File: src/rtl/fqa_pkg.sv
`timescale 1ns / 1ps
// Shared types, constants and helper functions for the FIFO queue with average.
package fqa_pkg;

  localparam int DEPTH      = 32;
  localparam int PTR_W      = $clog2(DEPTH);
  localparam int CNT_W      = $clog2(DEPTH + 1);
  localparam int VALUE_W    = 32;
  localparam int SUM_W      = VALUE_W + $clog2(DEPTH);
  localparam int FRAC_W     = 8;
  localparam int AVG_W      = 40;
  localparam int OCC_W      = 6;
  localparam int REQ_W      = 2;
  localparam int STATUS_W   = 2;
  localparam int DIVD_W     = SUM_W + FRAC_W;
  localparam int STEP_W     = $clog2(DIVD_W);
  localparam int CMDQ_DEPTH = 2;
  localparam int CMDQ_PTR_W = $clog2(CMDQ_DEPTH);
  localparam int CMDQ_CNT_W = $clog2(CMDQ_DEPTH + 1);

  localparam logic [CNT_W-1:0]      FILL_MAX   = CNT_W'(DEPTH);
  localparam logic [PTR_W-1:0]      PTR_LAST   = PTR_W'(DEPTH - 1);
  localparam logic [STEP_W-1:0]     STEP_LAST  = STEP_W'(DIVD_W - 1);
  localparam logic [CMDQ_CNT_W-1:0] CMDQ_FULL  = CMDQ_CNT_W'(CMDQ_DEPTH);

  localparam logic [REQ_W-1:0] REQ_PUSH = 2'd0;
  localparam logic [REQ_W-1:0] REQ_POP  = 2'd1;
  localparam logic [REQ_W-1:0] REQ_AVG  = 2'd2;

  localparam logic [STATUS_W-1:0] STAT_OK    = 2'd0;
  localparam logic [STATUS_W-1:0] STAT_FULL  = 2'd1;
  localparam logic [STATUS_W-1:0] STAT_EMPTY = 2'd2;

  localparam logic [VALUE_W-1:0] POPPED_EMPTY = '1;

  typedef enum logic [1:0] {
    OP_PUSH,
    OP_POP,
    OP_AVG,
    OP_NOP
  } op_e;

  typedef struct packed {
    logic [REQ_W-1:0]          req_type;
    logic signed [VALUE_W-1:0] value;
  } in_item_t;

  typedef struct packed {
    logic [STATUS_W-1:0]       status;
    logic signed [VALUE_W-1:0] popped;
    logic signed [AVG_W-1:0]   average;
    logic [OCC_W-1:0]          occupancy;
  } out_item_t;

  typedef struct packed {
    op_e                       op;
    logic signed [VALUE_W-1:0] value;
  } cmd_t;

  typedef struct packed {
    logic [DIVD_W-1:0] dividend;
    logic [CNT_W-1:0]  divisor;
  } div_req_t;

  function automatic op_e classify(input logic [REQ_W-1:0] req);
    op_e op;
    unique case (req)
      REQ_PUSH: op = OP_PUSH;
      REQ_POP:  op = OP_POP;
      REQ_AVG:  op = OP_AVG;
      default:  op = OP_NOP;
    endcase
    return op;
  endfunction

  function automatic logic [SUM_W-1:0] ext_value(input logic [VALUE_W-1:0] v);
    return {{(SUM_W - VALUE_W){v[VALUE_W-1]}}, v};
  endfunction

  function automatic logic [OCC_W-1:0] to_occ(input logic [CNT_W-1:0] f);
    return OCC_W'(f);
  endfunction

endpackage

File: src/rtl/fifo_queue_with_average_top.sv
`timescale 1ns / 1ps
// Top level of the FIFO queue of signed values with an average query.
// Push, spare code and empty pop or average results: command queue, then result register.
// A pop with data also waits in S_POP for the RAM read before its result is registered.
// An average query waits in S_DIV for the 45-step divider, one quotient bit per cycle.
// One transaction is executed at a time; the next starts only after the previous result is popped.
// Reset is synchronous and active low; it empties the queue and clears the sum and count.
module fifo_queue_with_average_top (
  input  logic               clk,
  input  logic               rst_n,
  input  logic               push,
  output logic               full,
  input  fqa_pkg::in_item_t  in_data,
  output logic               empty,
  input  logic               pop,
  output fqa_pkg::out_item_t out_data
);

  logic          cmd_valid;
  logic          cmd_take;
  fqa_pkg::cmd_t cmd;
  logic          out_valid;

  fqa_front u_front (
    .clk       (clk),
    .rst_n     (rst_n),
    .push      (push),
    .full      (full),
    .in_data   (in_data),
    .cmd_valid (cmd_valid),
    .cmd       (cmd),
    .cmd_take  (cmd_take)
  );

  fqa_back u_back (
    .clk       (clk),
    .rst_n     (rst_n),
    .cmd_valid (cmd_valid),
    .cmd       (cmd),
    .cmd_take  (cmd_take),
    .out_valid (out_valid),
    .out_item  (out_data),
    .out_take  (pop)
  );

  assign empty = !out_valid;

endmodule

File: src/rtl/fqa_ram.sv
`timescale 1ns / 1ps
// Generic single-write, single-read RAM with registered read data.
module fqa_ram #(
  parameter int WIDTH = 32,
  parameter int DEPTH = 32
) (
  input  logic                     clk,
  input  logic                     wr_en,
  input  logic [$clog2(DEPTH)-1:0] wr_addr,
  input  logic [WIDTH-1:0]         wr_data,
  input  logic                     rd_en,
  input  logic [$clog2(DEPTH)-1:0] rd_addr,
  output logic [WIDTH-1:0]         rd_data
);

  logic [WIDTH-1:0] mem [DEPTH];
  logic [WIDTH-1:0] rd_data_r;

  always_ff @(posedge clk) begin
    if (wr_en) begin
      mem[wr_addr] <= wr_data;
    end
    if (rd_en) begin
      rd_data_r <= mem[rd_addr];
    end
  end

  assign rd_data = rd_data_r;

endmodule

File: src/rtl/fqa_div.sv
`timescale 1ns / 1ps
// Restoring unsigned divider that produces one quotient bit per cycle.
module fqa_div (
  input  logic                      clk,
  input  logic                      rst_n,
  input  logic                      start,
  input  fqa_pkg::div_req_t         req,
  output logic                      done,
  output logic [fqa_pkg::DIVD_W-1:0] quotient
);

  logic                        busy_r;
  logic                        done_r;
  logic [fqa_pkg::STEP_W-1:0]  cnt_r;
  logic [fqa_pkg::CNT_W-1:0]   rem_r;
  logic [fqa_pkg::CNT_W-1:0]   rem_nxt;
  logic [fqa_pkg::DIVD_W-1:0]  quo_r;
  logic [fqa_pkg::DIVD_W-1:0]  quo_nxt;
  logic [fqa_pkg::CNT_W-1:0]   dsr_r;
  logic [fqa_pkg::CNT_W:0]     trial;
  logic [fqa_pkg::CNT_W:0]     diff;
  logic                        fits;

  always_comb begin
    trial   = {rem_r, quo_r[fqa_pkg::DIVD_W-1]};
    diff    = trial - {1'b0, dsr_r};
    fits    = trial >= {1'b0, dsr_r};
    rem_nxt = fits ? diff[fqa_pkg::CNT_W-1:0] : trial[fqa_pkg::CNT_W-1:0];
    quo_nxt = {quo_r[fqa_pkg::DIVD_W-2:0], fits};
  end

  always_ff @(posedge clk) begin
    if (!rst_n) begin
      busy_r <= 1'b0;
      done_r <= 1'b0;
      cnt_r  <= '0;
    end else begin
      done_r <= 1'b0;
      if (start) begin
        busy_r <= 1'b1;
        cnt_r  <= fqa_pkg::STEP_LAST;
        rem_r  <= '0;
        quo_r  <= req.dividend;
        dsr_r  <= req.divisor;
      end else if (busy_r) begin
        rem_r <= rem_nxt;
        quo_r <= quo_nxt;
        if (cnt_r == '0) begin
          busy_r <= 1'b0;
          done_r <= 1'b1;
        end else begin
          cnt_r <= cnt_r - 1'b1;
        end
      end
    end
  end

  assign done     = done_r;
  assign quotient = quo_r;

endmodule

File: src/rtl/fqa_front.sv
`timescale 1ns / 1ps
// Front end: accepts requests, classifies them and buffers them in a short command queue.
module fqa_front (
  input  logic              clk,
  input  logic              rst_n,
  input  logic              push,
  output logic              full,
  input  fqa_pkg::in_item_t in_data,
  output logic              cmd_valid,
  output fqa_pkg::cmd_t     cmd,
  input  logic              cmd_take
);

  fqa_pkg::cmd_t                    slots_r [fqa_pkg::CMDQ_DEPTH];
  logic [fqa_pkg::CMDQ_PTR_W-1:0]   wr_ptr_r;
  logic [fqa_pkg::CMDQ_PTR_W-1:0]   rd_ptr_r;
  logic [fqa_pkg::CMDQ_CNT_W-1:0]   count_r;
  logic                             wr_fire;
  logic                             rd_fire;

  assign full      = count_r == fqa_pkg::CMDQ_FULL;
  assign cmd_valid = count_r != '0;
  assign cmd       = slots_r[rd_ptr_r];
  assign wr_fire   = push && !full;
  assign rd_fire   = cmd_take && cmd_valid;

  always_ff @(posedge clk) begin
    if (wr_fire) begin
      slots_r[wr_ptr_r] <= '{op: fqa_pkg::classify(in_data.req_type), value: in_data.value};
    end
  end

  always_ff @(posedge clk) begin
    if (!rst_n) begin
      wr_ptr_r <= '0;
      rd_ptr_r <= '0;
      count_r  <= '0;
    end else begin
      if (wr_fire) begin
        wr_ptr_r <= wr_ptr_r + 1'b1;
      end
      if (rd_fire) begin
        rd_ptr_r <= rd_ptr_r + 1'b1;
      end
      if (wr_fire && !rd_fire) begin
        count_r <= count_r + 1'b1;
      end else if (rd_fire && !wr_fire) begin
        count_r <= count_r - 1'b1;
      end
    end
  end

`ifndef SYNTH
  a_cmdq_bound: assert property (@(posedge clk) disable iff (!rst_n)
    count_r <= fqa_pkg::CMDQ_FULL)
    else $error("Command queue count exceeds its depth.");
`endif

endmodule

File: src/rtl/fqa_back.sv
`timescale 1ns / 1ps
// Back end: holds the value store, running sum and fill count, and executes commands.
module fqa_back (
  input  logic               clk,
  input  logic               rst_n,
  input  logic               cmd_valid,
  input  fqa_pkg::cmd_t      cmd,
  output logic               cmd_take,
  output logic               out_valid,
  output fqa_pkg::out_item_t out_item,
  input  logic               out_take
);

  typedef enum logic [1:0] {
    S_IDLE,
    S_POP,
    S_DIV
  } state_e;

  state_e                       state_r;
  state_e                       state_nxt;
  logic [fqa_pkg::PTR_W-1:0]    head_r;
  logic [fqa_pkg::PTR_W-1:0]    head_nxt;
  logic [fqa_pkg::PTR_W-1:0]    tail_r;
  logic [fqa_pkg::PTR_W-1:0]    tail_nxt;
  logic [fqa_pkg::CNT_W-1:0]    fill_r;
  logic [fqa_pkg::CNT_W-1:0]    fill_nxt;
  logic [fqa_pkg::SUM_W-1:0]    sum_r;
  logic [fqa_pkg::SUM_W-1:0]    sum_nxt;
  logic                         out_valid_r;
  logic                         out_valid_nxt;
  fqa_pkg::out_item_t           out_r;
  fqa_pkg::out_item_t           out_nxt;
  logic                         neg_r;
  logic                         neg_nxt;

  logic                         ram_wr_en;
  logic                         ram_rd_en;
  logic [fqa_pkg::VALUE_W-1:0]  ram_rd_data;
  logic                         div_start;
  logic                         div_done;
  fqa_pkg::div_req_t            div_req;
  logic [fqa_pkg::DIVD_W-1:0]   div_quo;
  logic [fqa_pkg::DIVD_W-1:0]   avg_full;
  logic [fqa_pkg::SUM_W-1:0]    sum_mag;

  fqa_ram #(
    .WIDTH(fqa_pkg::VALUE_W),
    .DEPTH(fqa_pkg::DEPTH)
  ) u_entries (
    .clk     (clk),
    .wr_en   (ram_wr_en),
    .wr_addr (tail_r),
    .wr_data (cmd.value),
    .rd_en   (ram_rd_en),
    .rd_addr (head_r),
    .rd_data (ram_rd_data)
  );

  fqa_div u_div (
    .clk      (clk),
    .rst_n    (rst_n),
    .start    (div_start),
    .req      (div_req),
    .done     (div_done),
    .quotient (div_quo)
  );

  assign sum_mag          = sum_r[fqa_pkg::SUM_W-1] ? (~sum_r + 1'b1) : sum_r;
  assign div_req.dividend = {sum_mag, {fqa_pkg::FRAC_W{1'b0}}};
  assign div_req.divisor  = fill_r;
  assign avg_full         = neg_r ? (~div_quo + 1'b1) : div_quo;

  always_comb begin
    state_nxt     = state_r;
    head_nxt      = head_r;
    tail_nxt      = tail_r;
    fill_nxt      = fill_r;
    sum_nxt       = sum_r;
    out_valid_nxt = out_valid_r;
    out_nxt       = out_r;
    neg_nxt       = neg_r;
    cmd_take      = 1'b0;
    ram_wr_en     = 1'b0;
    ram_rd_en     = 1'b0;
    div_start     = 1'b0;

    if (out_valid_r && out_take) begin
      out_valid_nxt = 1'b0;
    end

    unique case (state_r)
      S_IDLE: begin
        if (cmd_valid && !out_valid_r) begin
          cmd_take          = 1'b1;
          out_nxt           = '0;
          out_nxt.status    = fqa_pkg::STAT_OK;
          out_nxt.occupancy = fqa_pkg::to_occ(fill_r);
          unique case (cmd.op)
            fqa_pkg::OP_PUSH: begin
              out_valid_nxt = 1'b1;
              if (fill_r == fqa_pkg::FILL_MAX) begin
                out_nxt.status = fqa_pkg::STAT_FULL;
              end else begin
                ram_wr_en         = 1'b1;
                tail_nxt          = (tail_r == fqa_pkg::PTR_LAST) ? '0 : tail_r + 1'b1;
                fill_nxt          = fill_r + 1'b1;
                sum_nxt           = sum_r + fqa_pkg::ext_value(cmd.value);
                out_nxt.occupancy = fqa_pkg::to_occ(fill_r + 1'b1);
              end
            end
            fqa_pkg::OP_POP: begin
              if (fill_r == '0) begin
                out_valid_nxt  = 1'b1;
                out_nxt.status = fqa_pkg::STAT_EMPTY;
                out_nxt.popped = fqa_pkg::POPPED_EMPTY;
              end else begin
                ram_rd_en = 1'b1;
                head_nxt  = (head_r == fqa_pkg::PTR_LAST) ? '0 : head_r + 1'b1;
                fill_nxt  = fill_r - 1'b1;
                state_nxt = S_POP;
              end
            end
            fqa_pkg::OP_AVG: begin
              if (fill_r == '0) begin
                out_valid_nxt = 1'b1;
              end else begin
                div_start = 1'b1;
                neg_nxt   = sum_r[fqa_pkg::SUM_W-1];
                state_nxt = S_DIV;
              end
            end
            fqa_pkg::OP_NOP: begin
              out_valid_nxt = 1'b1;
            end
            default: begin
              out_valid_nxt = 1'b1;
            end
          endcase
        end
      end
      S_POP: begin
        sum_nxt           = sum_r - fqa_pkg::ext_value(ram_rd_data);
        out_nxt           = '0;
        out_nxt.status    = fqa_pkg::STAT_OK;
        out_nxt.popped    = ram_rd_data;
        out_nxt.occupancy = fqa_pkg::to_occ(fill_r);
        out_valid_nxt     = 1'b1;
        state_nxt         = S_IDLE;
      end
      S_DIV: begin
        if (div_done) begin
          out_nxt           = '0;
          out_nxt.status    = fqa_pkg::STAT_OK;
          out_nxt.average   = avg_full[fqa_pkg::AVG_W-1:0];
          out_nxt.occupancy = fqa_pkg::to_occ(fill_r);
          out_valid_nxt     = 1'b1;
          state_nxt         = S_IDLE;
        end
      end
      default: begin
        state_nxt = S_IDLE;
      end
    endcase
  end

  always_ff @(posedge clk) begin
    if (!rst_n) begin
      state_r     <= S_IDLE;
      head_r      <= '0;
      tail_r      <= '0;
      fill_r      <= '0;
      sum_r       <= '0;
      out_valid_r <= 1'b0;
    end else begin
      state_r     <= state_nxt;
      head_r      <= head_nxt;
      tail_r      <= tail_nxt;
      fill_r      <= fill_nxt;
      sum_r       <= sum_nxt;
      out_valid_r <= out_valid_nxt;
    end
    out_r <= out_nxt;
    neg_r <= neg_nxt;
  end

  assign out_valid = out_valid_r;
  assign out_item  = out_r;

`ifndef SYNTH
  a_fill_bound: assert property (@(posedge clk) disable iff (!rst_n)
    fill_r <= fqa_pkg::FILL_MAX)
    else $error("Fill count exceeds the queue depth.");

  a_empty_ptrs: assert property (@(posedge clk) disable iff (!rst_n)
    (fill_r == '0) |-> (head_r == tail_r))
    else $error("Empty queue with head and tail apart.");

  a_busy_no_result: assert property (@(posedge clk) disable iff (!rst_n)
    (state_r != S_IDLE) |-> !out_valid_r)
    else $error("A result is pending while a transaction is still in progress.");

  a_div_done_state: assert property (@(posedge clk) disable iff (!rst_n)
    div_done |-> (state_r == S_DIV))
    else $error("Divider finished outside an average query.");
`endif

endmodule

File: config.mk
export PLATFORM = sky130hd
export DESIGN_NAME = fifo_queue_with_average_top
export DESIGN_NICKNAME = d
export VERILOG_FILES = /design/src/rtl/fqa_pkg.sv /design/src/rtl/fifo_queue_with_average_top.sv /design/src/rtl/fqa_ram.sv /design/src/rtl/fqa_div.sv /design/src/rtl/fqa_front.sv /design/src/rtl/fqa_back.sv
export SDC_FILE = /design/constraint.sdc
export NUM_CORES = 2
export LEC_CHECK = 0
export BUFFER_PORTS_ARGS = -buffer_cell sky130_fd_sc_hd__buf_2
export CORE_MARGIN = 5
export CORE_UTILIZATION = 55
export DETAILED_ROUTE_END_ITERATION = 7
export PLACE_DENSITY = 0.67
export SYNTH_ARGS = -nofsm -noshare
export SYNTH_HDL_FRONTEND = slang
export SYNTH_SLANG_ARGS = --single-unit
File: constraint.sdc
create_clock -name clk -period 6.94 [get_ports clk]
set_clock_uncertainty 0.15 [all_clocks]
set_input_delay 0.347 -clock clk [delete_from_list [all_inputs] [get_ports clk]]
set_output_delay 0.347 -clock clk [all_outputs]
set_load 0.01 [all_outputs]
==> impl_metrics.toml <==
[status]
outcome = "complete, no violations"

[sta]
period_minus_slack_ns = 5.45
tns_ns = 0
setup_viol = 0
drv_slew = 0
grt_setup_unrepaired = "false"
fin_crit_sh = 0.786
hold_viol_final = 0
fmax_mhz = 183
max-slew-margin-rel = 0.172
holdWs_ns = 0.188
tightestPinTransition_ns = 1.24

[global_route]
grt_pass1_wl_um = 197000
grt_max_degree = 98
track_usage = 0.252
grt_antenna_before_repair = 6
grt_pass1_vias = 29800
overflow = 0

[synthesis]
syn-num-nets = 3223
synth-compound-area-share = 0.0455
synthAdderAreaFrac = 0.0154
yosys.area_share.simple = 0.0482
avgSynthCellArea_um2 = 17.7
yosys_warnings = 0
synth_top_family_by_area = "multiplexers"
postSynthCellCount = 3118
synth_mux_area_frac = 0.145
netlist_area_um2 = 55300
synth-edff-count = 1262
synthFlopType = "edfxtp_1"
ys_seq_area_frac = 0.710
yosys_register_bits = 1331
synth_async_sr_flop_share = 0
ys_types = 75
synth_xor_area_frac = 0.0220

[routing]
detail_route.iter0.violations = 3143
wl_per_cell_um = 28.4
vias = 29700
ant_nets = 0
route.detailed.drc = 0
dr.pass1.iters = 6
viasPerCell = 6.29
drt_wl_total_um = 134000

[setup_path]
worst-setup-path-type = "reg2reg"
start_kind = "register"
arrival_ns = 5.90
crit_path_top_delay_cell = "dfxtp_2"
worstPathCellList = "buf_4 > mux2_2 > nor3b_1 > and2_1 > and2_1 > nand2_1 > nor3_1 > nor3_1 > a221oi_1 > ha_1 > and2_0 > and4_1 > o21ai_0 > a31oi_1 > o21a_1 > o311ai_1 > o41ai_1"
end_kind = "register"
cp_max_fo = 35
slowest_delay_ns = 0.69
cp.required_ns = 7.39

[cells_and_area]
fillerInstances = 6910
final_net_count = 3427
drive_above_1_share = 0.239
syn2layout_area_growth_pct = 13.2

[clocking]
postCtsHoldBufs = 37
cts_root_buf = "clkbuf_16"
cts_buffers = 136
clk_pin_slew_ns = 0.06
cts_post_setup_buffers_inserted = 0
clock_path_buffers = 3
htreeDepth = 4
clk_latency_ns = 0.73
cts_tree = "done"
clock_sinks = 1331
cts_resized = 0

[power_and_ir_drop]
power.density_nw_per_um2 = 363
p_sw_w = 0.00664
netSwitchingFraction = 0.292
seq_power_share = 0.461
power.internal_w = 0.0161
pwr-share-comb = 0.219
leakagePower_nw = 20.3
clockPowerShare = 0.320
ir_drop_mv = 0.250

[min_path]
holdCritPathClass = "in2reg"

[placed_design]
dp_hpwl_um = 81500
portBuffers = 119
place_congestion = 0.895

[floorplan]
io_pins = 120
start_util = 0.553
die_width_um = 327
core-area_um2 = 100000
dieArea_um2 = 107000
row_count = 116
die_y_um = 327

[job]
max_cap_violations = 0
-- power groups by stage --
stage	logic (W)	clock network (W)	registers, W
after floorplan	0.00328	0	0.0107
after global routing	0.00544	0.00775	0.0105
after CTS	0.00498	0.00740	0.0105
final	0.00499	0.00727	0.0105
after detailed placement	0.00494	0	0.0107
after global placement	0.00483	0	0.0106
-- worst max-delay path: cells and delay by family (launching register included) --
family                     cells  cell delay [ns]
muxes                          1             0.63
DFF                            1             0.69
buffers and inverters          1             0.48
and+or+nand+nor                8             1.92
AOI/OAI and AO/OA              6             1.09
adders and majority gates      1             0.34
-- synth_stat cells, types with 14 or more instances --
library cell	count	area, µm²
clkbuf_1	122	458
o21ai_1	36	180
nor2_1	182	683
nor4_1	14	87.6
ha_1	65	813
inv_1	55	206
nand3_1	30	150
o31ai_1	15	113
a211oi_1	16	120
dfxtp_1	69	1380
nor3_1	33	165
buf_1	29	109
xnor2_1	60	526
a21o_1	53	398
mux2_2	53	597
edfxtp_1	1262	37900
a21oi_1	132	661
or3_1	23	144
nand2_1	184	691
xor2_1	79	692
o21ai_0	80	400
mux2i_1	21	210
mux4_2	320	7210
-- path summary, 6_finish.rpt --
| path | slack [ns] | cells after the start | startpoint | end |
|---|---|---|---|---|
| hold / removal | 0.19 | 2 | in_data[25] | u_front.slots_r[1][25]$_DFFE_PP_ |
| setup / recovery | 1.49 | 17 | register | u_back.sum_r[36]$_SDFFE_PN0P_ |
| setup reg to reg | 1.49 | 17 | register | u_back.sum_r[36]$_SDFFE_PN0P_ |
| hold reg to reg | 0.34 | 2 | u_back.u_div.busy_r$_SDFF_PN0_ | u_back.u_div.done$_SDFF_PP0_ |
-- cell families after synthesis --
group / Yosys count
flops: 1331
simple gates: 570
compound gates: 409
mux: 394
buf+inv: 208
xor+xnor: 139
fa+ha+maj: 67
-- metal layers --
layer	up-vias	wire length, µm	global-route usage
li1	12900	-	-
met1	15300	51900	0.338
met2	1320	68400	0.428
met3	189	11100	0.0538
met4	0	2860	0.0620
met5	-	0	0
-- registers in the layout, indices dropped and copies added (netlist names), named ones only --
| signal | flops |
|---|---|
| u_back.u_div.dsr_r | 6 |
| u_back.out_item | 80 |
| u_front.slots_r | 68 |
| u_back.fill_r | 6 |
| u_back.u_div.cnt_r | 6 |
| u_back.out_valid | 1 |
| u_back.u_div.busy_r | 1 |
| u_back.u_div.done | 1 |
| u_front.rd_ptr_r | 1 |
| u_back.neg_r | 1 |
| u_back.sum_r | 37 |
| u_front.count_r | 2 |
| u_back.u_div.quotient | 45 |
| u_back.u_entries.mem | 1024 |
| u_front.wr_ptr_r | 1 |
| u_back.u_entries.rd_data | 32 |
| u_back.head_r | 5 |
| u_back.tail_r | 5 |
| u_back.state_r | 2 |
| u_back.u_div.rem_r | 6 |
-- stage by stage --
stage	power [W]	util	setup WS, ns	cell area (µm²)	cells
after CTS	0.0229	0.626	1.53	62600	4729
after detailed placement	0.0156	0.578	1.53	57800	4445
after global placement	0.0155	0.578	1.65	57800	4445
final	0.0227	0.626	1.49	62600	4730
after global routing	0.0237	0.626	1.07	62600	4729
after floorplan	0.0140	-	0.977	55300	3118
-- area by class of cell --
class / instances / area [µm²] / share of cell area
Antenna cell: 1 / 2.50 / 0.0000400
Clock buffer: 171 / 3700 / 0.0591
Clock inverter: 76 / 761 / 0.0121
Inverter: 57 / 214 / 0.00342
Multi-Input combinational cell: 1579 / 15600 / 0.248
Sequential cell: 1331 / 39300 / 0.628
Tap cell: 1298 / 1620 / 0.0259
Timing Repair Buffer: 217 / 1460 / 0.0233
-- cell usage in the layout, fill, tap and decap left out, drive strengths merged, types with 15 or more instances in the layout --
cell,n
a211oi,16
a21o,53
a21oi,132
buf,180
clkbuf,171
clkinv,52
dfxtp,69
dlygate4sd3,37
edfxtp,1262
ha,65
inv,64
mux2,53
mux2i,21
mux4,320
nand2,184
nand3,30
nor2,182
nor3,33
nor4,15
o21ai,116
o31ai,18
or3,25
or4,15
xnor2,60
xor2,79
No activity file was read; power rests on OpenSTA's default activity.
